**src/rtl/fatcr_pkg.sv**
```systemverilog
`default_nettype none
package fatcr_pkg;

  // Fixed geometry of the scheme.
  localparam logic [15:0] CHAIN_END = 16'hFFF8;
  localparam logic [15:0] CHAIN_OOB = 16'hFFFF;
  localparam int SKIP_W = 23;
  localparam int OFF_W  = 15;

  // Register indexes of the configuration port.
  localparam logic [2:0] REG_PART_START  = 3'd0;
  localparam logic [2:0] REG_RESERVED    = 3'd1;
  localparam logic [2:0] REG_FAT_COPIES  = 3'd2;
  localparam logic [2:0] REG_SECT_PER_FAT = 3'd3;
  localparam logic [2:0] REG_ROOT_ENTRIES = 3'd4;
  localparam logic [2:0] REG_CLUSTER_SECT = 3'd5;

  // Result status codes.
  localparam logic [1:0] ST_OK        = 2'd0;
  localparam logic [1:0] ST_PAST_END  = 2'd1;
  localparam logic [1:0] ST_CHAIN_END = 2'd2;
  localparam logic [1:0] ST_TRUNC     = 2'd3;

  typedef struct packed {
    logic [31:0] part_start;
    logic [15:0] reserved;
    logic [2:0]  fat_copies;
    logic [15:0] sect_per_fat;
    logic [15:0] root_entries;
    logic [6:0]  cluster_sect;
  } cfg_t;

  typedef enum logic [1:0] {
    K_WRITE = 2'd0,
    K_PAST  = 2'd1,
    K_READ  = 2'd2
  } kind_t;

  // One classified transaction passed from the front to the back.
  typedef struct packed {
    kind_t              kind;
    logic [15:0]        cl;
    logic [15:0]        val;
    logic [31:0]        size;
    logic [SKIP_W-1:0]  skip;
    logic [OFF_W-1:0]   off;
  } entry_t;

  // Sectors per cluster clamped to 1..64.
  function automatic logic [6:0] eff_sectors(input logic [6:0] cs);
    logic [6:0] r;
    r = cs;
    if (cs == 7'd0) r = 7'd1;
    if (cs > 7'd64) r = 7'd64;
    return r;
  endfunction

endpackage
`default_nettype wire

```
**src/rtl/fatcr_queue.sv**
```systemverilog
`default_nettype none
module fatcr_queue import fatcr_pkg::*; (
  input  wire logic   clk,
  input  wire logic   rst,
  input  wire logic   push,
  input  wire entry_t push_data,
  output logic        full,
  input  wire logic   pop,
  output entry_t      pop_data,
  output logic        empty
);

  localparam int DEPTH = 2;

  entry_t slots [DEPTH];
  logic wr_ptr;
  logic rd_ptr;
  logic [1:0] count;

  assign full = (count == 2'(DEPTH));
  assign empty = (count == 2'd0);
  assign pop_data = slots[rd_ptr];

  always_ff @(posedge clk) begin
    if (push) begin
      slots[wr_ptr] <= push_data;
    end
  end

  // Pointers and fill level.
  always_ff @(posedge clk) begin
    if (rst) begin
      wr_ptr <= 1'b0;
      rd_ptr <= 1'b0;
      count  <= 2'd0;
    end else begin
      if (push) wr_ptr <= ~wr_ptr;
      if (pop) rd_ptr <= ~rd_ptr;
      count <= count + 2'(push) - 2'(pop);
    end
  end

endmodule
`default_nettype wire

```
**config.mk**
```make
export PLATFORM = sky130hd
export DESIGN_NAME = fatcr_queue
export DESIGN_NICKNAME = d
export VERILOG_FILES = /design/src/rtl/fatcr_pkg.sv /design/src/rtl/fatcr_queue.sv
export SDC_FILE = /design/constraint.sdc
export NUM_CORES = 1
export LEC_CHECK = 0
export BUFFER_PORTS_ARGS = -buffer_cell sky130_fd_sc_hd__buf_2
export CORE_ASPECT_RATIO = 1.1
export CORE_UTILIZATION = 25
export CTS_CLUSTER_SIZE = 40
export DETAILED_ROUTE_END_ITERATION = 7
export HOLD_SLACK_MARGIN = 0.06
export PLACE_DENSITY_LB_ADDON = 0.1
export SLEW_MARGIN = 20
export SYNTH_ARGS = -nofsm -noshare
export SYNTH_HDL_FRONTEND = slang
export SYNTH_SLANG_ARGS = --single-unit
```
**constraint.sdc**
```tcl
create_clock -name clk -period 5.75 [get_ports clk]
set_input_delay 1.15 -clock clk [delete_from_list [all_inputs] [get_ports clk]]
set_output_delay 1.15 -clock clk [all_outputs]
set_load 0.02 [all_outputs]
```
# After elaboration in Yosys (flattened, before gate mapping)
# Memory sizes are Yosys's and may differ from the RTL's. A register that Yosys moved wholly into a read port is not among the register bits.
# Cells that the tools add are included.
# totals
reg_bits	4
n_memories	1
ramBits	208
input_bits	108
# classes
bitwise	2
muxes	4
addsub	2
eq_ne	1
reduce_logical	1
# memory_table
name	depth	width	rd	rd_ports_with_merged_regs	wr	line_no	text
slots	2	104	1	1	1	fatcr_queue.sv:15	entry_t slots [DEPTH];
# op_table
operator	count
$mux 1	4
$add 2x1->2	1
$eq 2x2->1 const B	1
$logic_not 2->1	1
$not 1->1	2
$sub 2x1->2	1

# Depth between registers and ports, before layout
# depth
ltp_word	3
ltp_mapped	6
ltp_nobuf	6

# Worst setup path after synthesis
# Ideal clock, no wire load.
# synth_path
path_kind	input to register
from	input push
to	memory slots[0][0] (netlist name), enable pin
path_buffers	0
path_slack_ns	-0.503
setup_time_ns	0.580
stages	1
t_arrival_ns	5.673
required_ns	5.170
path_cell_list	nor2b_1
# synth_between
elab_chain_cells	2
# synth_lines
item	line_no	text
start: declaration	fatcr_queue.sv:5	input wire logic push,
$mux 1	fatcr_queue.sv:25	if (push) begin
$mux 1 (not written as such)	fatcr_queue.sv:26	slots[wr_ptr] <= push_data;
end: declaration	fatcr_queue.sv:15	
# No other way between the ends.

==> impl_metrics.csv <==
group,metric,value,unit
timing,slew_headroom,31.1,%
grt,grt_pass1_vias,4299,
synthesis,syn_inst,345,
grt,grt_overflow_total,0,
setup_path,critPathKind,"reg2out",
power,p_leak,3.96,nW
timing,rsz0062_at_grt,"false",
setup_path,crit_path_start_kind,"register",
timing,holdWs,518,ps
timing,final.setup.worst_slack,2160,ps
final_layout,fill_cells,3076,
route,first_iter_violations,143,
final_layout,nNetsFinal,688,
clock_network,cts-root-buf,"clkbuf_16",
setup_path,cp-end-kind,"primary output",
floorplanning,die_x,172,um
clock_network,htreeDepth,1,
run,maxCapViolCount,0,
clock_network,cts_buffer_depth,3,
floorplanning,die_h,189,um
timing,timing.fmax,279,MHz
clock_network,postCtsSetupBuffers,0,
synthesis,synth.avg_cell_area,23.1,sq um
clock_network,cts-resized-gates,0,
route,via_count,3956,
synthesis,syn-num-nets,455,
grt,antenna_found_initial,3,
route,drtAntennaViolNets,0,
run_status,status,"completed",
timing,period_needed,3590,ps
synthesis,synth-seq-cells,213,
synthesis,yosysSeqAreaShare,79.6,%
route,avgViaCountPerCell,3.88,
timing,tightestPinTransition,1030,ps
timing,finalSetupViolCount,0,
clock_network,numCtsBuffers,26,
placement,dp_slack,2530,ps
route,firstDrtPassIters,5,
route,wirelength,16.3,mm
clock_network,cts_sinks,213,
setup_path,cp.required,4600,ps
synthesis,ys_types,14,
timing,hold_viol_final,0,
timing,finalMaxSlewViolations,0,
grt,grt_pass1_wl,24.1,mm
floorplanning,start_util,25.4,%
floorplanning,rows,68,
placement,gp_congestion,0.679,
final_layout,drive_gt1_share,59.9,%
clock_network,cts_hold_buf,0,
floorplanning,coreArea,0.0314,sq mm
route,drc_errors,0,
placement,port_buffers,213,
placement,dp_hpwl,10.5,mm
floorplanning,num_io_pins,214,
final_layout,fin_area,0.0104,sq mm
hold_path,hold_path_class,"reg2reg",
grt,grt_max_degree,70,
route,routedWlPerCell,16.0,um
placement,dpl_cell_area,0.00952,sq mm
final_layout,syn_to_final_growth,30.4,%
grt,grt.total_usage,9.84,%
power,ir_drop,0.200,mV
clock_network,insertion_delay,520,ps
setup_path,critPathMaxFanout,55,
timing,period_share,62.4,%
power,p_per_area,381,mW/mm^2
clock_network,path_clk_slew,60,ps
timing,skew,13.4,ps
placement,dp_cells,970,
synthesis,synth_warnings,0,
timing,setup_tns,0,ps
floorplanning,die_area,0.0326,sq mm
synthesis,syn-cell-area,0.00797,sq mm
clock_network,cts_tree,"yes",
setup_path,cp.arrival,2440,ps
final_layout,layout.cells.non_filler,1020,
-- cells in the mapped netlist --
cell type | count | area [sq um]
buf_6 | 7 | 78.8
ha_1 | 2 | 25.0
buf_8 | 1 | 15.0
mux2_2 | 44 | 495
nor2b_1 | 3 | 18.8
inv_1 | 2 | 7.51
xnor3_1 | 1 | 22.5
and2_1 | 1 | 6.26
dfxtp_1 | 5 | 100
mux2_4 | 60 | 901
xnor2_1 | 2 | 17.5
edfxtp_1 | 208 | 6250
buf_2 | 4 | 20.0
nor2_1 | 5 | 18.8
-- routing by layer --
metal  up-vias  part of all wire [%]  track usage (%)
met5         -                  0.17                0
met3        30                    12             4.70
met4         4                   2.2             3.17
met2       173                    45             15.7
met1      1910                    41             11.5
li1       1839                     -                -
-- worst max-delay path: stages, from the launching register on --
cell and delay, ps:
dfxtp_4 880, buf_12 440, mux2_2 380, buf_2 160
-- per-stage QoR --
stage | power [W] | utilization [%]
global placement | 0.00236 | 30.3
floorplan | 0.00220 | -
finish | 0.00396 | 33.1
global route | 0.00413 | 33.1
detailed placement | 0.00237 | 30.3
CTS | 0.00404 | 33.1
-- cell type report --
cell class / instances / area [sq um] / share of cell area (%)
timing repair buffer: 217 / 1120 / 10.8
tap: 420 / 526 / 5.06
clock inverter: 12 / 160 / 1.54
multi-input combinational: 118 / 1520 / 14.6
inverter: 2 / 7.51 / 0.0722
antenna: 2 / 5.00 / 0.0482
clock buffer: 36 / 709 / 6.83
sequential: 213 / 6350 / 61.1
-- final timing paths --
check,cells past startpoint,from,endpoint,slack [ps]
max reg2reg,2,wr_ptr,slots[1][44],3460
min reg2reg,2,rd_ptr,rd_ptr,520
max,3,register,pop_data[2],2160
min,2,rd_ptr,rd_ptr,520
-- placed cells by master, fill, tap and decap left out, types with 2 or more instances in the layout --
master     synthesis  routed
clkinv_1           0       5
bufinv_16          0       4
xnor2_1            2       2
ha_1               2       2
mux2_2            44      44
edfxtp_1         208     208
nor2b_1            3       2
nor2_1             5       5
buf_2              4     213
inv_1              2       2
diode_2            0       2
clkbuf_1           0       9
dfxtp_1            5       4
buf_4              0       2
buf_12             0       2
mux2_4            60      60
clkbuf_16          0      27
-- sequential cells by signal, indices dropped and copies added (netlist names), named ones only --
name and cells:
wr_ptr 1, slots 208, count 2, rd_ptr 1
-- cell families (layout without fill, tap and decap cells) --
| family | after synthesis | after routing | share of synthesized area, % |
|---|---|---|---|
| other | 0 | 2 | 0 |
| xor gates and xnor gates | 3 | 3 | 0.502 |
| and+or+nand+nor | 9 | 9 | 0.549 |
| DFF | 213 | 213 | 79.6 |
| muxes | 104 | 104 | 17.5 |
| adders and majority gates | 2 | 2 | 0.314 |
| buffers and inverters | 14 | 267 | 1.52 |
-- where the power goes --
part	internal [W]	total [W]	leakage [nW]	switching [W]
sequential	0.00181	0.00185	1.99	0.0000389
combinational	0.000207	0.000468	1.55	0.000261
clock	0.00104	0.00164	0.416	0.000604
total	0.00306	0.00396	3.96	0.000904
(Power assumes the default switching activity.)
