--- src/rtl/fatcr_pkg.sv ---
`default_nettype none
package fatcr_pkg;

  // Fixed geometry of the scheme.
  localparam logic [15:0] CHAIN_END = 16'hFFF8;
  localparam logic [15:0] CHAIN_OOB = 16'hFFFF;
  localparam int SKIP_W = 23;
  localparam int OFF_W  = 15;

  // Register indexes of the configuration port.
  localparam logic [2:0] REG_PART_START  = 3'd0;
  localparam logic [2:0] REG_RESERVED    = 3'd1;
  localparam logic [2:0] REG_FAT_COPIES  = 3'd2;
  localparam logic [2:0] REG_SECT_PER_FAT = 3'd3;
  localparam logic [2:0] REG_ROOT_ENTRIES = 3'd4;
  localparam logic [2:0] REG_CLUSTER_SECT = 3'd5;

  // Result status codes.
  localparam logic [1:0] ST_OK        = 2'd0;
  localparam logic [1:0] ST_PAST_END  = 2'd1;
  localparam logic [1:0] ST_CHAIN_END = 2'd2;
  localparam logic [1:0] ST_TRUNC     = 2'd3;

  typedef struct packed {
    logic [31:0] part_start;
    logic [15:0] reserved;
    logic [2:0]  fat_copies;
    logic [15:0] sect_per_fat;
    logic [15:0] root_entries;
    logic [6:0]  cluster_sect;
  } cfg_t;

  typedef enum logic [1:0] {
    K_WRITE = 2'd0,
    K_PAST  = 2'd1,
    K_READ  = 2'd2
  } kind_t;

  // One classified transaction passed from the front to the back.
  typedef struct packed {
    kind_t              kind;
    logic [15:0]        cl;
    logic [15:0]        val;
    logic [31:0]        size;
    logic [SKIP_W-1:0]  skip;
    logic [OFF_W-1:0]   off;
  } entry_t;

  // Sectors per cluster clamped to 1..64.
  function automatic logic [6:0] eff_sectors(input logic [6:0] cs);
    logic [6:0] r;
    r = cs;
    if (cs == 7'd0) r = 7'd1;
    if (cs > 7'd64) r = 7'd64;
    return r;
  endfunction

endpackage
`default_nettype wire

--- src/rtl/fatcr_front.sv ---
`default_nettype none
module fatcr_front import fatcr_pkg::*; (
  input  wire logic        clk,
  input  wire logic        rst,
  input  wire cfg_t        cfg,
  input  wire logic        in_valid,
  output logic             in_stall,
  input  wire logic        func,
  input  wire logic [15:0] fat_index,
  input  wire logic [15:0] fat_value,
  input  wire logic [15:0] first_cluster,
  input  wire logic [31:0] file_length,
  input  wire logic [31:0] start_byte,
  input  wire logic [31:0] request_bytes,
  output logic             q_push,
  output entry_t           q_data,
  input  wire logic        q_full
);

  typedef enum logic [2:0] {
    F_IDLE = 3'b001,
    F_DIV  = 3'b010,
    F_PUSH = 3'b100
  } fstate_t;

  fstate_t state;
  entry_t entry;
  logic [6:0] rem;
  logic [SKIP_W-1:0] quo;
  logic [4:0] div_cnt;
  logic [8:0] low_bits;
  logic [6:0] eff;
  logic [7:0] trial;
  logic trial_ge;
  logic [31:0] tail;

  assign eff = eff_sectors(cfg.cluster_sect);
  assign in_stall = (state != F_IDLE);
  assign q_push = (state == F_PUSH) && !q_full;
  assign q_data = entry;
  assign tail = file_length - start_byte;

  // One quotient bit per cycle of (start_byte / 512) / sectors per cluster.
  assign trial = {rem, quo[SKIP_W-1]};
  assign trial_ge = (trial >= {1'b0, eff});

  always_ff @(posedge clk) begin
    if (rst) begin
      state <= F_IDLE;
    end else begin
      case (state)
        F_IDLE: begin
          if (in_valid) begin
            state <= (func && start_byte < file_length) ? F_DIV : F_PUSH;
          end
        end
        F_DIV: begin
          if (div_cnt == 5'd0) begin
            state <= F_PUSH;
          end
        end
        F_PUSH: begin
          if (!q_full) begin
            state <= F_IDLE;
          end
        end
        default: state <= F_IDLE;
      endcase
    end
  end

  // Classify the transaction and run the divider.
  always_ff @(posedge clk) begin
    case (state)
      F_IDLE: begin
        if (in_valid) begin
          entry.cl   <= func ? first_cluster : fat_index;
          entry.val  <= fat_value;
          entry.size <= (request_bytes < tail) ? request_bytes : tail;
          entry.skip <= '0;
          entry.off  <= '0;
          rem        <= '0;
          quo        <= start_byte[31:9];
          low_bits   <= start_byte[8:0];
          div_cnt    <= 5'(SKIP_W - 1);
          if (!func) begin
            entry.kind <= K_WRITE;
          end else if (start_byte >= file_length) begin
            entry.kind <= K_PAST;
          end else begin
            entry.kind <= K_READ;
          end
        end
      end
      F_DIV: begin
        rem <= trial_ge ? 7'(trial - {1'b0, eff}) : trial[6:0];
        quo <= {quo[SKIP_W-2:0], trial_ge};
        div_cnt <= div_cnt - 5'd1;
        if (div_cnt == 5'd0) begin
          entry.skip <= {quo[SKIP_W-2:0], trial_ge};
          entry.off  <= {(trial_ge ? 6'(trial - {1'b0, eff}) : trial[5:0]), low_bits};
        end
      end
      default: begin
      end
    endcase
  end

endmodule
`default_nettype wire

--- config.mk ---
export PLATFORM = sky130hd
export DESIGN_NAME = fatcr_front
export DESIGN_NICKNAME = d
export VERILOG_FILES = /design/src/rtl/fatcr_pkg.sv /design/src/rtl/fatcr_front.sv
export SDC_FILE = /design/constraint.sdc
export NUM_CORES = 1
export LEC_CHECK = 0
export ABC_AREA = 1
export BUFFER_PORTS_ARGS = -buffer_cell sky130_fd_sc_hd__buf_4
export CAP_MARGIN = 5
export CORE_UTILIZATION = 30
export CTS_BUF_LIST = sky130_fd_sc_hd__clkbuf_8
export DETAILED_ROUTE_END_ITERATION = 6
export SLEW_MARGIN = 0
export SYNTH_ARGS = -nofsm -noshare
export SYNTH_HDL_FRONTEND = slang
export SYNTH_SLANG_ARGS = --single-unit
export TNS_END_PERCENT = 100
--- constraint.sdc ---
create_clock -name clk -period 5.09 [get_ports clk]
set_input_delay 0.2545 -clock clk [delete_from_list [all_inputs] [get_ports clk]]
set_output_delay 0.2545 -clock clk [all_outputs]
set_load 0.005 [all_outputs]
After elaboration in Yosys (flattened, before gate mapping)

Index checks and enable logic that the tools add are counted.
W data, S select, Z words.

Add/sub/neg operators: 3
Magnitude comparators: 5
Equality and inequality tests: 7
Mux-type cells: 21
Reductions and logical operators: 10

Operators by type and width:

| operator              | count |
|---|---|
| $mux W38              | 2 |
| $pmux W38 S2          | 1 |
| $lt A32 B32 Y1        | 2 |
| $pmux W23 S2          | 1 |
| $ge A32 B32 Y1        | 1 |
| $mux W32              | 1 |
| $sub A32 B32 Y32      | 1 |
| $mux W7               | 4 |
| $mux W23              | 1 |
| $mux W16              | 1 |
| $pmux W7 S2           | 1 |
| $mux W3               | 4 |
| $pmux W5 S2           | 1 |
| $pmux W3 S3           | 1 |
| $ge A8 B7 Y1          | 1 |
| $gt A7 B7 Y1 const B  | 1 |
| $logic_not A7 Y1      | 1 |
| $sub A7 B7 Y7         | 1 |
| $mux W6               | 1 |
| $ne A2 B2 Y1 const B  | 3 |
| $reduce_and A3 Y1     | 2 |
| $logic_not A5 Y1      | 1 |
| $mux W5               | 1 |
| $sub A5 B1 Y5 const B | 1 |
| other kinds (9)       | 11 |

Flip-flop bits (word level): 151
Bits of input ports: 239
Output and inout port bits: 106
Word-level logic and storage cells: 57

Depth between registers and ports, before layout

Gate-level depths: netlist (run 1).

Depth after elaboration: 7
Depth in mapped cells: 26
Gate-level depth less buffers: 25

Least setup slack after synthesis (run 1)

Ideal clock, no wire load.

Path type: register to register
Start: register state[2]
End: register entry (netlist bit q_data[0]), enable pin
Library setup time: 0.393 ns
Arrival time: 4.208 ns
Data required time: 4.697 ns
Slack: 0.489 ns
Cell stages (with the launch flop): 6
Path buffers: 0
Clock period less this slack: 4.601 ns
Cells stage by stage: dfxtp_1 -> nor3_1 -> inv_1 -> o21ai_0 -> nand2_1 -> inv_1

Word-level cells in the longest chain between the ends: 3
Elaborated cells on any way between the ends: 6
Those cells by class: 4 x eq/ne; 2 x reduce/logical

RTL lines:

| item                                                                | line              | RTL |
|---|---|---|
| start: declaration                                                  | fatcr_front.sv:26 | `fstate_t state;` |
| start signal: assignment                                            | fatcr_front.sv:54 | `state <= (func && start_byte < file_length) ? F_DIV : F_PUSH;` |
| $eq A3 B2 Y1 or $eq A3 B1 Y1 (tied branches)                        | fatcr_front.sv:74 | `case (state)` |
| $ne A2 B2 Y1 (no source line) or $reduce_bool A2 Y1 (tied branches) | n/a               |  |
| $reduce_and A3 Y1 (no source line) *                                | n/a               |  |
| end: declaration                                                    | fatcr_front.sv:27 | `entry_t entry;` |

Mark *: on every way between the ends. The rest lies on a longest branch, timed or not.
A chain may end at the register's enable or synchronous reset.

Worst setup path in the final report (run 1)

Start: input port start_byte[0]
End: register entry (netlist bit q_data[61]) (data pin)

Word-level cells in the longest chain between the ends: 3

RTL lines:

| item               | line              | RTL |
|---|---|---|
| start: declaration | fatcr_front.sv:13 | `input wire logic [31:0] start_byte,` |
| $sub A32 B32 Y32 * | fatcr_front.sv:41 | `assign tail = file_length - start_byte;` |
| $lt A32 B32 Y1     | fatcr_front.sv:79 | `entry.size <= (request_bytes < tail) ? request_bytes : tail;` |
| $mux W32 *         | fatcr_front.sv:79 |  |

Marks and branches as above.

==> results of run 1 <==
-- layer usage --
layer	vias to the layer above	part of all wire, %	GRT usage (%)
li1	4263	-	-
met1	3780	47	23.2
met2	193	47	27.8
met3	18	4.7	3.03
met4	0	1.3	4.62
met5	-	0	0
-- power groups by stage --
| stage | sequential, mW | combinational (mW) | clock, mW |
|---|---|---|---|
| 6_report | 1.60 | 1.06 | 0.948 |
| 5_1_grt | 1.62 | 1.21 | 1.02 |
| 4_1_cts | 1.60 | 1.08 | 0.976 |
| 3_5_place_dp | 1.63 | 1.06 | 0 |
| 3_3_place_gp | 1.63 | 1.04 | 0 |
| 2_1_floorplan | 1.64 | 0.585 | 0 |
-- sequential cells by signal, indices dropped and copies added (netlist names) --
register / count
quo: 23
rem: 7
low_bits: 9
state: 3
div_cnt: 5
q_data: 104
-- repair_timing --
action,in CTS,in global routing
setup buffers,0,0
hold buffers,26,0
endpoints found under the hold margin,28,0
-- critical path, delay by kind of cell --
family | cells | cell delay, ns
simple gates | 13 | 1.36
buf+inv | 6 | 1.31
fa+ha+maj | 3 | 0.94
xor+xnor | 1 | 0.36
compound gates | 1 | 0.18
-- stage by stage --
stage	std cells	hold WS (ns)	power, mW	setup slack [ns]	area [um2]
floorplan	1140	0.324	2.23	0.489	9430
global placement	1786	0.430	2.66	1.01	11900
detailed placement	1786	0.434	2.68	0.970	11900
CTS	1843	0.0153	3.65	0.937	12500
global route	1843	0.0218	3.85	0.509	12500
finish	1843	0.0505	3.61	0.889	12500
-- Yosys cell counts (3+ instances only) --
master                     count  area [um2]
sky130_fd_sc_hd__nand4_1       9        56.3
sky130_fd_sc_hd__o21ai_1       3        15.0
sky130_fd_sc_hd__nand2_2      15        93.8
sky130_fd_sc_hd__nand2_1     346        1300
sky130_fd_sc_hd__xor2_1       12         105
sky130_fd_sc_hd__a21oi_1      62         310
sky130_fd_sc_hd__buf_2        12        60.1
sky130_fd_sc_hd__nand3_1      57         285
sky130_fd_sc_hd__edfxtp_1    148        4440
sky130_fd_sc_hd__o21bai_1     27         203
sky130_fd_sc_hd__dfxtp_1       3        60.1
sky130_fd_sc_hd__ha_1         71         888
sky130_fd_sc_hd__inv_1       212         796
sky130_fd_sc_hd__nor2_1       90         338
sky130_fd_sc_hd__xnor2_1       7        61.3
sky130_fd_sc_hd__nor3_1       12        60.1
sky130_fd_sc_hd__clkbuf_1      7        26.3
sky130_fd_sc_hd__o21ai_0      25         125
-- final cells by class --
cell class,count,area share (%)
well taps,396,3.95
clock buffers,17,1.87
clock inverters,14,1.21
flip-flops and latches,151,35.9
repair buffers,296,18.3
multi-input cells,756,32.4
inverters,213,6.38
-- cell families after synthesis --
group | Yosys count
AOI/OAI and AO/OA | 129
xor gates and xnor gates | 19
adders and majority gates | 73
buffers and inverters | 233
DFF | 151
and+or+nand+nor | 535
-- path summary, 6_finish.rpt --
| kind | start | to | slack (ns) | cells past startpoint |
|---|---|---|---|---|
| hold / removal | fat_index[2] | q_data[88] | 0.05 | 3 |
| setup / recovery | start_byte[0] | q_data[61] | 0.89 | 24 |
| setup reg to reg | state[2] | q_data[0] | 1.66 | 9 |
| hold reg to reg | low_bits[3] | q_data[3] | 0.55 | 2 |
==> results.md, run 1 <==
| Group | Metric | This run |
| --- | --- | --- |
| grt | Congestion Overflow GR | 0 |
| final layout | Most common cell after layout, fill and taps aside | sky130_fd_sc_hd__nand2_1 |
| power and ir drop | Clock network power share | 26.3% |
| final layout | Sequential cell area | 0.00450 mm2 |
| routing | Via count | 8254 |
| final layout | Share of cells above drive strength 1 | 22.5% |
| clock network | Clock tree from TritonCTS | done |
| timing | Setup_tns | 0 ns |
| routing | Drt total wl | 26900 um |
| placed design | Input/output buffers | 261 |
| clock network | Clock transition at path regs | 0.10 ns |
| clock network | Buffer levels on the longest clock path | 2 |
| clock network | TritonCTS Buffers | 17 |
| die | Die Width | 179 um |
| final layout | Number of diodes | 0 |
| grt | GR Util All Layers | 17.1% |
| clock network | Resized cells post-CTS | 0 |
| synthesis | Fraction of registers with async set/reset | 0% |
| final layout | Most used cells in the layout excluding fill and tap cells | sky130_fd_sc_hd__nand2_1, sky130_fd_sc_hd__buf_4, sky130_fd_sc_hd__inv_1, sky130_fd_sc_hd__edfxtp_1, sky130_fd_sc_hd__nor2_1 |
| placed design | Final HPWL from detailed placement | 21000 um |
| synthesis | Count of distinct cell types in the synthesized netlist | 36 |
| die | Effective utilization at floorplan | 30.7% |
| synthesis | Post-synthesis share of cell area spent on xor and xnor gates | 1.77% |
| die | Num rows | 64 |
| critical path | Largest incremental delay on the critical path | 0.54 ns |
| critical path | Most Frequent Cell on Critical Path | sky130_fd_sc_hd__nand2_1 |
| grt | Global-route wire length before repair | 41600 um |
| routing | Initial detailed-routing violation count | 549 |
| die | Area of the placeable core | 0.0307 mm2 |
| final layout | Area added between synthesis and finish | 32.9% |
| power and ir drop | Switching Share | 32.2% |
| synthesis | Mean area per synthesized cell | 8.27 um2 |
| synthesis | Number of warnings reported in the yosys synthesis log | 0 |
| grt | Number of global-route vias before repair | 7960 |
| power and ir drop | Sequential share of power | 44.3% |
| synthesis | Sequential area share after synthesis | 47.8% |
| timing | Unrepaired setup endpoints after global routing | no |
| critical path | Data arrival, critical path | 4.43 ns |
| timing | Worst-case clock skew | 0.0178 ns |
| synthesis | Simple logic cell fraction of the synthesized area | 23.1% |
| timing | Number of slew-limit violations in the final report | 0 |
| timing | Minimum period implied by the final worst setup slack | 4.20 ns |
| die | Number of placed I/O pins | 345 |
| synthesis | Synthesized net count | 1452 |
| clock network | Clk Latency, worst-skew pair | 0.46 ns |
| routing | Remaining routing DRC violations | 28 |
| clock network | Cell chosen for the clock root | sky130_fd_sc_hd__clkbuf_8 |
| synthesis | Combinational family with the most area after synthesis | simple AND/OR/NAND/NOR gates |
| synthesis | Yosys reg bits | 151 |
| synthesis | Arithmetic-cell share of the synthesized area counting full adders, half adders and majority gates | 9.85% |
| power and ir drop | Pwr per Cell Area | 288 mW/mm2 |
| critical path | Capturing element type of the critical path | flop |
| synthesis | EDFF count, synth | 148 |
| power and ir drop | Leakage | 6.34 nW |
| timing | Final setup vio count | 0 |
| synthesis | Primary FF master, synth | sky130_fd_sc_hd__edfxtp_1 |
| routing | Pre-antenna DRT Iters | 7 |
| synthesis | Multiplexer fraction of the synthesized cell area | 0% |
| run status | Run status | finished, violations left |
| routing | Drt via density | 4.48 |
| routing | DR WL/cell | 14.6 um |
| die | Die area | 0.0321 mm2 |
| flow run | Max-cap violation count | 0 |
| power and ir drop | Sw power | 1.16 mW |
| timing | Transition time of the tightest slew-check pin | 1.17 ns |
| final layout | NumNets Final | 1747 |
| worst hold path | Worst hold path class | in2reg |
| critical path | CP max stage cell | sky130_fd_sc_hd__dlygate4sd3_1 |
| die | Floorplan die height | 179 um |
| synthesis | Synthesized netlist cell count | 1140 |
| timing | Slew headroom | 22.0% |
| critical path | CP cell instances | dlygate4sd3_1 -> buf_4 -> ha_1 -> fa_1 -> inv_1 -> nand2_1 -> nand2_2 -> nand2_2 -> o21ai_2 -> nand2_1 -> nand2_2 -> xor2_1 -> inv_1 -> ha_1 -> nand2_1 -> inv_1 -> nand3_1 -> nor3_1 -> nand2_1 -> nand2_1 -> nand2_1 -> buf_4 -> nand3_1 -> nand2_1 |
| final layout | Post-route core utilization | 40.7% |
| timing | Maximum frequency from static timing analysis | 238 MHz |
| routing | DRT antenna net count | 0 |
| clock network | TritonCTS Sinks | 151 |
| critical path | Critical path required time | 5.32 ns |
| power and ir drop | Cell internal pwr | 2.45 mW |
| grt | Largest net degree at the start of global routing | 62 |
| synthesis | Syn Std Cell Area | 0.00943 mm2 |
| final layout | Fill count | 3174 |
| critical path | Category of the worst setup path launch point | input pin |
| power and ir drop | Largest voltage drop on the vdd net | 0.140 mV |
| final layout | Footprint of the multi-input gates | 0.00406 mm2 |
| grt | Initial antenna violation count | 0 |
| synthesis | Area fraction in compound gates after synthesis | 8.04% |
| power and ir drop | Logic pwr share | 29.4% |
| run status | Violations in the final reports | DRC |
| timing | Portion of the clock cycle consumed by the worst path in the final layout | 82.5% |
| clock network | Htree depth | 4 |
| critical path | Largest fanout on the critical path | 18 |
| placed design | Placer Congestion | 0.875 |
| critical path | Start-to-end type of the worst setup path | in2reg |
| timing | Count of endpoints failing hold in the final timing report | 0 |
No activity file was read; power rests on OpenSTA's default activity.
==> inputs of run 2 (changes only) <==
Settings changed: ABC_AREA 1 to 0.
Clock period 5.09 ns to 4.3 ns, I/O delays scaled along.
==> results.md, run 2 <==
| Group | Metric | This run | vs previous |
| --- | --- | --- | --- |
| final layout | Flip-flop count of the largest register after layout | 104 | unchanged |
| critical path | Start-to-end type of the worst setup path | in2reg |  |
| synthesis | Synthesized netlist cell count | 756 | -34% |
| synthesis | Biggest area contributors in the synthesized netlist | sky130_fd_sc_hd__edfxtp_1, sky130_fd_sc_hd__ha_1, sky130_fd_sc_hd__mux2i_1, sky130_fd_sc_hd__inv_1, sky130_fd_sc_hd__a21o_1 |  |
| grt | Congestion Overflow GR | 0 | unchanged |
| timing | Worst-case clock skew | 0.00932 ns | -0.00849 ns |
| die | Floorplan die height | 173 um | -3.6% |
| synthesis | Cell with the most instances after synthesis | sky130_fd_sc_hd__edfxtp_1 |  |
| synthesis | Synthesized net count | 1068 | -26% |
| routing | Pre-antenna DRT Iters | 4 | -3 |
| die | Num rows | 62 | -3.1% |
| synthesis | Sequential area share after synthesis | 51.4% | +3.7 points |
| timing | Transition time of the tightest slew-check pin | 1.03 ns | -0.135 ns |
| routing | Remaining routing DRC violations | 0 | -100% |
| synthesis | Most frequent cells after synthesis | sky130_fd_sc_hd__edfxtp_1, sky130_fd_sc_hd__inv_1, sky130_fd_sc_hd__ha_1, sky130_fd_sc_hd__nand2_1, sky130_fd_sc_hd__nor2_1 |  |
| critical path | Most Frequent Cell on Critical Path | sky130_fd_sc_hd__buf_4 |  |
| timing | Unrepaired setup endpoints after global routing | no |  |
| die | Effective utilization at floorplan | 30.5% | -0.15 points |
| clock network | Buffer levels on the longest clock path | 2 | unchanged |
| critical path | Category of the worst setup path launch point | input pin |  |
| routing | Drt via density | 4.60 | +2.6% |
| critical path | Data arrival, critical path | 4.45 ns | +0.02 ns |
| final layout | Most used cells in the layout excluding fill and tap cells | sky130_fd_sc_hd__buf_4, sky130_fd_sc_hd__edfxtp_1, sky130_fd_sc_hd__inv_1, sky130_fd_sc_hd__ha_1, sky130_fd_sc_hd__nand2_1 |  |
| routing | DRT antenna net count | 0 | unchanged |
| power and ir drop | Largest voltage drop on the vdd net | 0.177 mV | +27% |
| clock network | Clock tree from TritonCTS | done |  |
| clock network | Cell chosen for the clock root | sky130_fd_sc_hd__clkbuf_8 |  |
| timing | Portion of the clock cycle consumed by the worst path in the final layout | 96.4% |  |
| power and ir drop | Leakage | 5.65 nW | -11% |
| power and ir drop | Pwr per Cell Area | 347 mW/mm2 | +20% |
| clock network | Clk Latency, worst-skew pair | 0.46 ns | about the same |
| critical path | Worst Reg2Reg Path Length in Cells | 9 | unchanged |
| synthesis | Mean area per synthesized cell | 11.6 um2 | +40% |
| grt | Largest net degree at the start of global routing | 78 | +26% |
| synthesis | EDFF count, synth | 148 | unchanged |
| clock network | Htree depth | 4 | unchanged |
| run status | Run status | finished clean |  |
| critical path | Critical path launch point | start_byte[12] |  |
| synthesis | Count of distinct cell types in the synthesized netlist | 70 | +94% |
| clock network | Clock transition at path regs | 0.09 ns | about the same |
| critical path | Critical path required time | 4.61 ns | -0.71 ns |
| final layout | Final Cell Area | 0.0126 mm2 | +0.19% |
| timing | Final setup vio count | 0 | unchanged |
| placed design | Final HPWL from detailed placement | 19100 um | -9.1% |
| grt | Global-route wire length before repair | 38500 um | -7.5% |
| critical path | Crit Reg-Reg Endpoint | rem[3] |  |
| grt | GR Util All Layers | 16.8% | -0.27 points |
| synthesis | Primary FF master, synth | sky130_fd_sc_hd__edfxtp_1 |  |
| critical path | Largest incremental delay on the critical path | 0.54 ns | about the same |
| die | Area of the placeable core | 0.0287 mm2 | -6.7% |
| final layout | Most common cell after layout, fill and taps aside | sky130_fd_sc_hd__buf_4 |  |
| die | Number of placed I/O pins | 345 | unchanged |
| placed design | Input/output buffers | 261 | unchanged |
| timing | Count of endpoints failing hold in the final timing report | 0 | unchanged |
| critical path | Capturing element type of the critical path | flop |  |
| final layout | Post-route core utilization | 43.7% | +3.0 points |
| synthesis | Yosys reg bits | 151 | unchanged |
| synthesis | Fraction of registers with async set/reset | 0% | unchanged |
| final layout | NumNets Final | 1428 | -18% |
| routing | Initial detailed-routing violation count | 405 | -26% |
| grt | Number of global-route vias before repair | 6956 | -13% |
| critical path | CP max stage cell | sky130_fd_sc_hd__dlygate4sd3_1 |  |
| routing | Via count | 6957 | -16% |
| placed design | Placer Congestion | 0.815 | -6.9% |
| synthesis | Area share of the leading cell type in the synthesized netlist | 50.8% | +3.6 points |
| critical path | CP cell instances | dlygate4sd3_1 -> buf_4 -> inv_2 -> ha_4 -> o21ai_2 -> a21oi_2 -> o41a_1 -> a2bb2oi_2 -> a21bo_4 -> a211oi_2 -> xor2_1 -> ha_1 -> nand4_1 -> nor3_1 -> buf_4 -> a221oi_2 -> o21ai_1 -> buf_4 -> a21oi_4 -> buf_12 -> buf_12 -> mux2i_1 |  |
| critical path | Termination of the worst setup path | q_data[39] |  |
| routing | Routed met3 length | 1360 um | +8.3% |
| routing | Drt total wl | 25200 um | -6.3% |
| critical path | Largest fanout on the critical path | 8 | -10 |
| routing | Met1 WL | 11100 um | -13% |
| synthesis | Syn Std Cell Area | 0.00876 mm2 | -7.1% |
| placed design | Total placed instance area | 0.0116 mm2 | -2.7% |
| flow run | Max-cap violation count | 0 | unchanged |
| final layout | Share of cells above drive strength 1 | 37.1% | +15 points |
| clock network | TritonCTS Buffers | 17 | unchanged |
| synthesis | Number of warnings reported in the yosys synthesis log | 0 | unchanged |
| routing | Met2 wire length | 12200 um | -2.5% |
| die | Die area | 0.0299 mm2 | -7.0% |
| worst hold path | Worst hold path class | in2reg |  |
| timing | Maximum frequency from static timing analysis | 241 MHz |  |
| synthesis | Yosys top cell by area | sky130_fd_sc_hd__edfxtp_1 |  |
| critical path | Register-to-register setup slack | 1.69 ns | +0.03 ns |
| routing | DR WL/cell | 16.6 um | +14% |
| timing | Setup_tns | 0 ns | unchanged |
| final layout | Area added between synthesis and finish | 43.4% |  |
| clock network | TritonCTS Sinks | 151 | unchanged |
| timing | Slew headroom | 31.1% | +9.1 points |
| routing | Max layer used | met4 |  |
| timing | Minimum period implied by the final worst setup slack | 4.14 ns |  |
| grt | Initial antenna violation count | 1 | +1 |
| timing | Number of slew-limit violations in the final report | 0 | unchanged |
| die | Die Width | 173 um | -3.6% |
| critical path | Startpoint of the lowest-slack register-to-register path | rem[1] |  |
run 2: cell types whose count changed after synthesis, moves of 25 or more:
cell | previous run | this run
sky130_fd_sc_hd__nand2_1 | 346 | 47
sky130_fd_sc_hd__inv_1 | 212 | 77
sky130_fd_sc_hd__nand3_1 | 57 | 7
sky130_fd_sc_hd__nor2_1 | 90 | 43
sky130_fd_sc_hd__mux2i_1 | 0 | 36
sky130_fd_sc_hd__a21o_1 | 2 | 34
sky130_fd_sc_hd__and2_1 | 0 | 32
sky130_fd_sc_hd__a21oi_1 | 62 | 34
sky130_fd_sc_hd__o21bai_1 | 27 | 2
run 2: kinds of logic after synthesis:
| family | after synthesis | share of synthesized area, % |
|---|---|---|
| AND/OR/NAND/NOR | 183 | 10.6 |
| AO/OA/AOI/OAI | 167 | 13.2 |
| flip-flops | 151 | 51.4 |
| buffers and inverters | 96 | 4.53 |
| adder cells (fa/ha/maj) | 73 | 10.6 |
| multiplexers | 52 | 6.17 |
| XOR/XNOR | 34 | 3.40 |
run 2: metrics by stage:
stage	cells	hold WS [ns]	worst slack, ns	power (mW)
global route	1514	0.00394	0.0128	4.60
CTS	1504	0.00000699	0.0141	4.30
finish	1514	0.0432	0.156	4.35
global placement	1440	0.393	-0.131	3.11
detailed placement	1440	0.394	-0.155	3.11
floorplan	756	0.314	0.321	2.53
run 2: routing by layer:
metal / global-route usage (%) / up-vias
li1: - / 3470
met1: 20.9 / 3256
met2: 28.5 / 208
met3: 4.29 / 23
met4: 5.31 / 0
met5: 0 / -
run 2: repair_timing:
item | CTS | global route
setup endpoints to repair | 0 | 32
hold buffers | 32 | 1
resized for setup | 0 | 23
setup buffers | 0 | 5
endpoints found under the hold margin | 34 | 1
run 2: critical path, delay by kind of cell:
family / cells / cell delay [ns]
AO/OA/AOI/OAI: 9 / 1.65
buffers and inverters: 7 / 1.33
adder cells (fa/ha/maj): 2 / 0.53
XOR/XNOR: 1 / 0.26
AND/OR/NAND/NOR: 2 / 0.22
multiplexers: 1 / 0.21
run 2: worst min path at each step:
stage                         startpoint          end  slack (ns)  cells after the start
after floorplan            start_byte[0]  low_bits[0]        0.31                      0
after global placement      fat_value[1]   q_data[71]        0.39                      1
after detailed placement    fat_value[8]   q_data[78]        0.39                      1
after CTS                 start_byte[23]      quo[14]    0.000007                      2
after global routing       start_byte[0]  low_bits[0]       0.004                      2
final                     start_byte[26]      quo[17]        0.04                      2
run 2: final cells by class:
cell class,instances,area (um2)
Multi-Input combinational cell,509,4000
Clock inverter,15,164
Fill cell,2739,16100
Clock buffer,17,234
Timing Repair Buffer,360,2880
Sequential cell,151,4500
Tap cell,384,480
Antenna cell,1,2.50
Inverter,77,289
run 2: power by group:
part	total (mW)	switching, mW	internal (mW)	leakage [nW]
registers	1.84	0.0407	1.80	1.45
logic	1.37	0.650	0.725	4.00
clock network	1.14	0.609	0.529	0.199
total	4.35	1.30	3.05	5.65
==> inputs of run 3 (changes only) <==
Settings changed: CTS_BUF_LIST sky130_fd_sc_hd__clkbuf_8 to sky130_fd_sc_hd__clkbuf_4.
==> results.md, run 3 (synthesis results as in run 2) <==
| Group | Metric | This run | vs previous |
| --- | --- | --- | --- |
| placed design | Placer Congestion | 0.815 | unchanged |
| critical path | Critical path required time | 4.73 ns | +0.12 ns |
| final layout | Share of cells above drive strength 1 | 33.9% | -3.3 points |
| critical path | Data arrival, critical path | 4.60 ns | +0.15 ns |
| die | Area of the placeable core | 0.0287 mm2 | unchanged |
| power and ir drop | Switching Share | 30.6% | +0.74 points |
| flow run | Max-cap violation count | 0 | unchanged |
| die | Floorplan die height | 173 um | unchanged |
| clock network | TritonCTS Sinks | 151 | unchanged |
| routing | Drt via density | 4.55 | -0.90% |
| power and ir drop | Largest voltage drop on the vdd net | 0.151 mV | -15% |
| power and ir drop | Pwr per Cell Area | 319 mW/mm2 | -8.1% |
| routing | Initial detailed-routing violation count | 393 | -3.0% |
| routing | Pre-antenna DRT Iters | 5 | +1 |
| timing | Least setup slack across all paths after layout | 0.131 ns | -0.0255 ns |
| clock network | Htree depth | 4 | unchanged |
| clock network | Clock transition at path regs | 0.14 ns | +0.05 ns |
| placed design | Total placed instance area | 0.0116 mm2 | unchanged |
| critical path | Category of the worst setup path launch point | input pin |  |
| timing | Final setup vio count | 0 | unchanged |
| die | Die Width | 173 um | unchanged |
| clock network | Buffer levels on the longest clock path | 2 | unchanged |
| power and ir drop | Sequential share of power | 43.8% | +1.5 points |
| grt | Number of global-route vias before repair | 7366 | +5.9% |
| run status | Run status | finished clean |  |
| grt | GR Util All Layers | 17.4% | +0.54 points |
| timing | Portion of the clock cycle consumed by the worst path in the final layout | 97.0% | +0.59 points |
| grt | Initial antenna violation count | 1 | unchanged |
| power and ir drop | Leakage | 5.92 nW | +4.9% |
| final layout | Final Cell Area | 0.0132 mm2 | +4.9% |
| power and ir drop | Total chip power | 4.20 mW | -3.6% |
| placed design | Number of cells in the design after placement | 1440 | unchanged |
| timing | Maximum frequency from static timing analysis | 240 MHz | -0.61% |
| final layout | Most common cell after layout, fill and taps aside | sky130_fd_sc_hd__buf_4 |  |
| final layout | Most used cells in the layout excluding fill and tap cells | sky130_fd_sc_hd__buf_4, sky130_fd_sc_hd__edfxtp_1, sky130_fd_sc_hd__dlygate4sd3_1, sky130_fd_sc_hd__inv_1, sky130_fd_sc_hd__ha_1 |  |
| placed design | Final HPWL from detailed placement | 19100 um | unchanged |
| clock network | Cell chosen for the clock root | sky130_fd_sc_hd__clkbuf_4 |  |
| power and ir drop | Cell internal pwr | 2.91 mW | -4.6% |
| timing | Number of slew-limit violations in the final report | 0 | unchanged |
| grt | Congestion Overflow GR | 0 | unchanged |
| power and ir drop | Clock network power share | 22.5% | -3.6 points |
| routing | Via count | 7259 | +4.3% |
| final layout | NumNets Final | 1507 | +5.5% |
| placed design | Input/output buffers | 261 | unchanged |
| die | Num rows | 62 | unchanged |
| clock network | Clock tree from TritonCTS | done |  |
| routing | DR WL/cell | 16.3 um | -2.0% |
| worst hold path | Hold-critical path depth | 3 | +1 |
| timing | Count of endpoints failing hold in the final timing report | 0 | unchanged |
| routing | DRT antenna net count | 0 | unchanged |
| final layout | Area added between synthesis and finish | 50.5% |  |
| timing | Hold_ws | 0.0990 ns | +0.0557 ns |
| critical path | Largest fanout on the critical path | 8 | unchanged |
| routing | Drt total wl | 26000 um | +3.2% |
| die | Effective utilization at floorplan | 30.5% | unchanged |
| placed design | Post-place setup slack | -0.155 ns | unchanged |
| routing | Remaining routing DRC violations | 0 | unchanged |
| power and ir drop | Logic pwr share | 33.7% | +2.1 points |
| grt | Global-route wire length before repair | 40000 um | +3.9% |
| grt | Largest net degree at the start of global routing | 78 | unchanged |
| timing | Minimum period implied by the final worst setup slack | 4.17 ns | +0.0255 ns |
| die | Number of placed I/O pins | 345 | unchanged |
| worst hold path | Worst hold path class | in2reg |  |
| critical path | Capturing element type of the critical path | flop |  |
| clock network | TritonCTS Buffers | 17 | unchanged |
| timing | Transition time of the tightest slew-check pin | 1.04 ns | +0.00324 ns |
| critical path | Worst Reg2Reg Path Length in Cells | 9 | unchanged |
| timing | Worst-case clock skew | 0.0119 ns | +0.00262 ns |
| final layout | Flip-flop count of the largest register after layout | 104 | unchanged |
| critical path | Start-to-end type of the worst setup path | in2reg |  |
| final layout | Filler-free cell count of the finished design | 1594 | +5.3% |
| die | Die area | 0.0299 mm2 | unchanged |
| power and ir drop | Sw power | 1.28 mW | -1.2% |
| timing | Slew headroom | 30.9% | -0.22 points |
| clock network | Clk Latency, worst-skew pair | 0.58 ns | +0.12 ns |
## run 3: cell count changes in the layout (fill, tap and decap cells not counted), sizes merged
cell / delta
buf: -2
dlygate4sd3: +82
clkbuf: -1
diode: +1
## run 3: cell type report
cell class / instances / area (um2)
fill: 2706 / 15500
sequential: 151 / 4500
multi-input combinational: 509 / 3950
timing repair buffer: 439 / 3660
tap: 384 / 480
inverter: 77 / 289
clock inverter: 15 / 164
clock buffer: 17 / 128
antenna: 2 / 5.00
## run 3: critical path, stage by stage
cell,delay [ns]
sky130_fd_sc_hd__dlygate4sd3_1,0.54
sky130_fd_sc_hd__buf_4,0.14
sky130_fd_sc_hd__inv_1,0.06
sky130_fd_sc_hd__ha_1,0.26
sky130_fd_sc_hd__and2_4,0.16
sky130_fd_sc_hd__a221o_1,0.33
sky130_fd_sc_hd__and4bb_1,0.32
sky130_fd_sc_hd__o21a_4,0.17
sky130_fd_sc_hd__a2111oi_4,0.08
sky130_fd_sc_hd__or4_4,0.53
sky130_fd_sc_hd__nand4_2,0.12
sky130_fd_sc_hd__ha_1,0.25
sky130_fd_sc_hd__nand4_1,0.12
sky130_fd_sc_hd__nor3_1,0.08
sky130_fd_sc_hd__buf_4,0.14
sky130_fd_sc_hd__a221oi_2,0.20
sky130_fd_sc_hd__o21ai_1,0.10
sky130_fd_sc_hd__buf_4,0.15
sky130_fd_sc_hd__a21oi_4,0.13
sky130_fd_sc_hd__buf_12,0.14
sky130_fd_sc_hd__buf_12,0.14
sky130_fd_sc_hd__mux2i_1,0.22
## run 3: path summary, 6_finish.rpt
kind | start | endpoint | slack, ns
max reg2reg | rem[1] | rem[3] | 1.68
min | func | state[2] | 0.1
min reg2reg | low_bits[7] | q_data[7] | 0.54
max | start_byte[4] | q_data[39] | 0.13
## run 3: power groups by stage
stage / clock, mW / sequential [mW] / combinational [mW]
after global routing: 1.03 / 1.85 / 1.55
after CTS: 0.996 / 1.84 / 1.34
after floorplan: 0 / 1.88 / 0.651
after global placement: 0 / 1.87 / 1.23
final: 0.944 / 1.84 / 1.41
after detailed placement: 0 / 1.87 / 1.24
## run 3: what timing repair did
| item | 4_1_cts | 5_1_grt |
|---|---|---|
| gates resized for setup | 0 | 13 |
| hold buffers | 115 | 0 |
| setup buffers | 0 | 3 |
| endpoints found under the hold margin | 99 | 0 |
| setup endpoints to repair | 0 | 32 |
## run 3: through the flow
step,setup TNS (ns),utilization (%)
2_1_floorplan,0,-
3_3_place_gp,-2.73,40.3
3_5_place_dp,-3.73,40.3
4_1_cts,0,45.3
5_1_grt,-0.00582,45.9
6_report,0,45.9
## run 3: metal layers
layer | GRT usage [%] | routed length, um | vias to the layer above
li1 | - | - | 3635
met1 | 21.4 | 11400 | 3382
met2 | 29.7 | 12600 | 219
met3 | 4.35 | 1460 | 23
met4 | 5.38 | 430 | 0
met5 | 0 | 0 | -
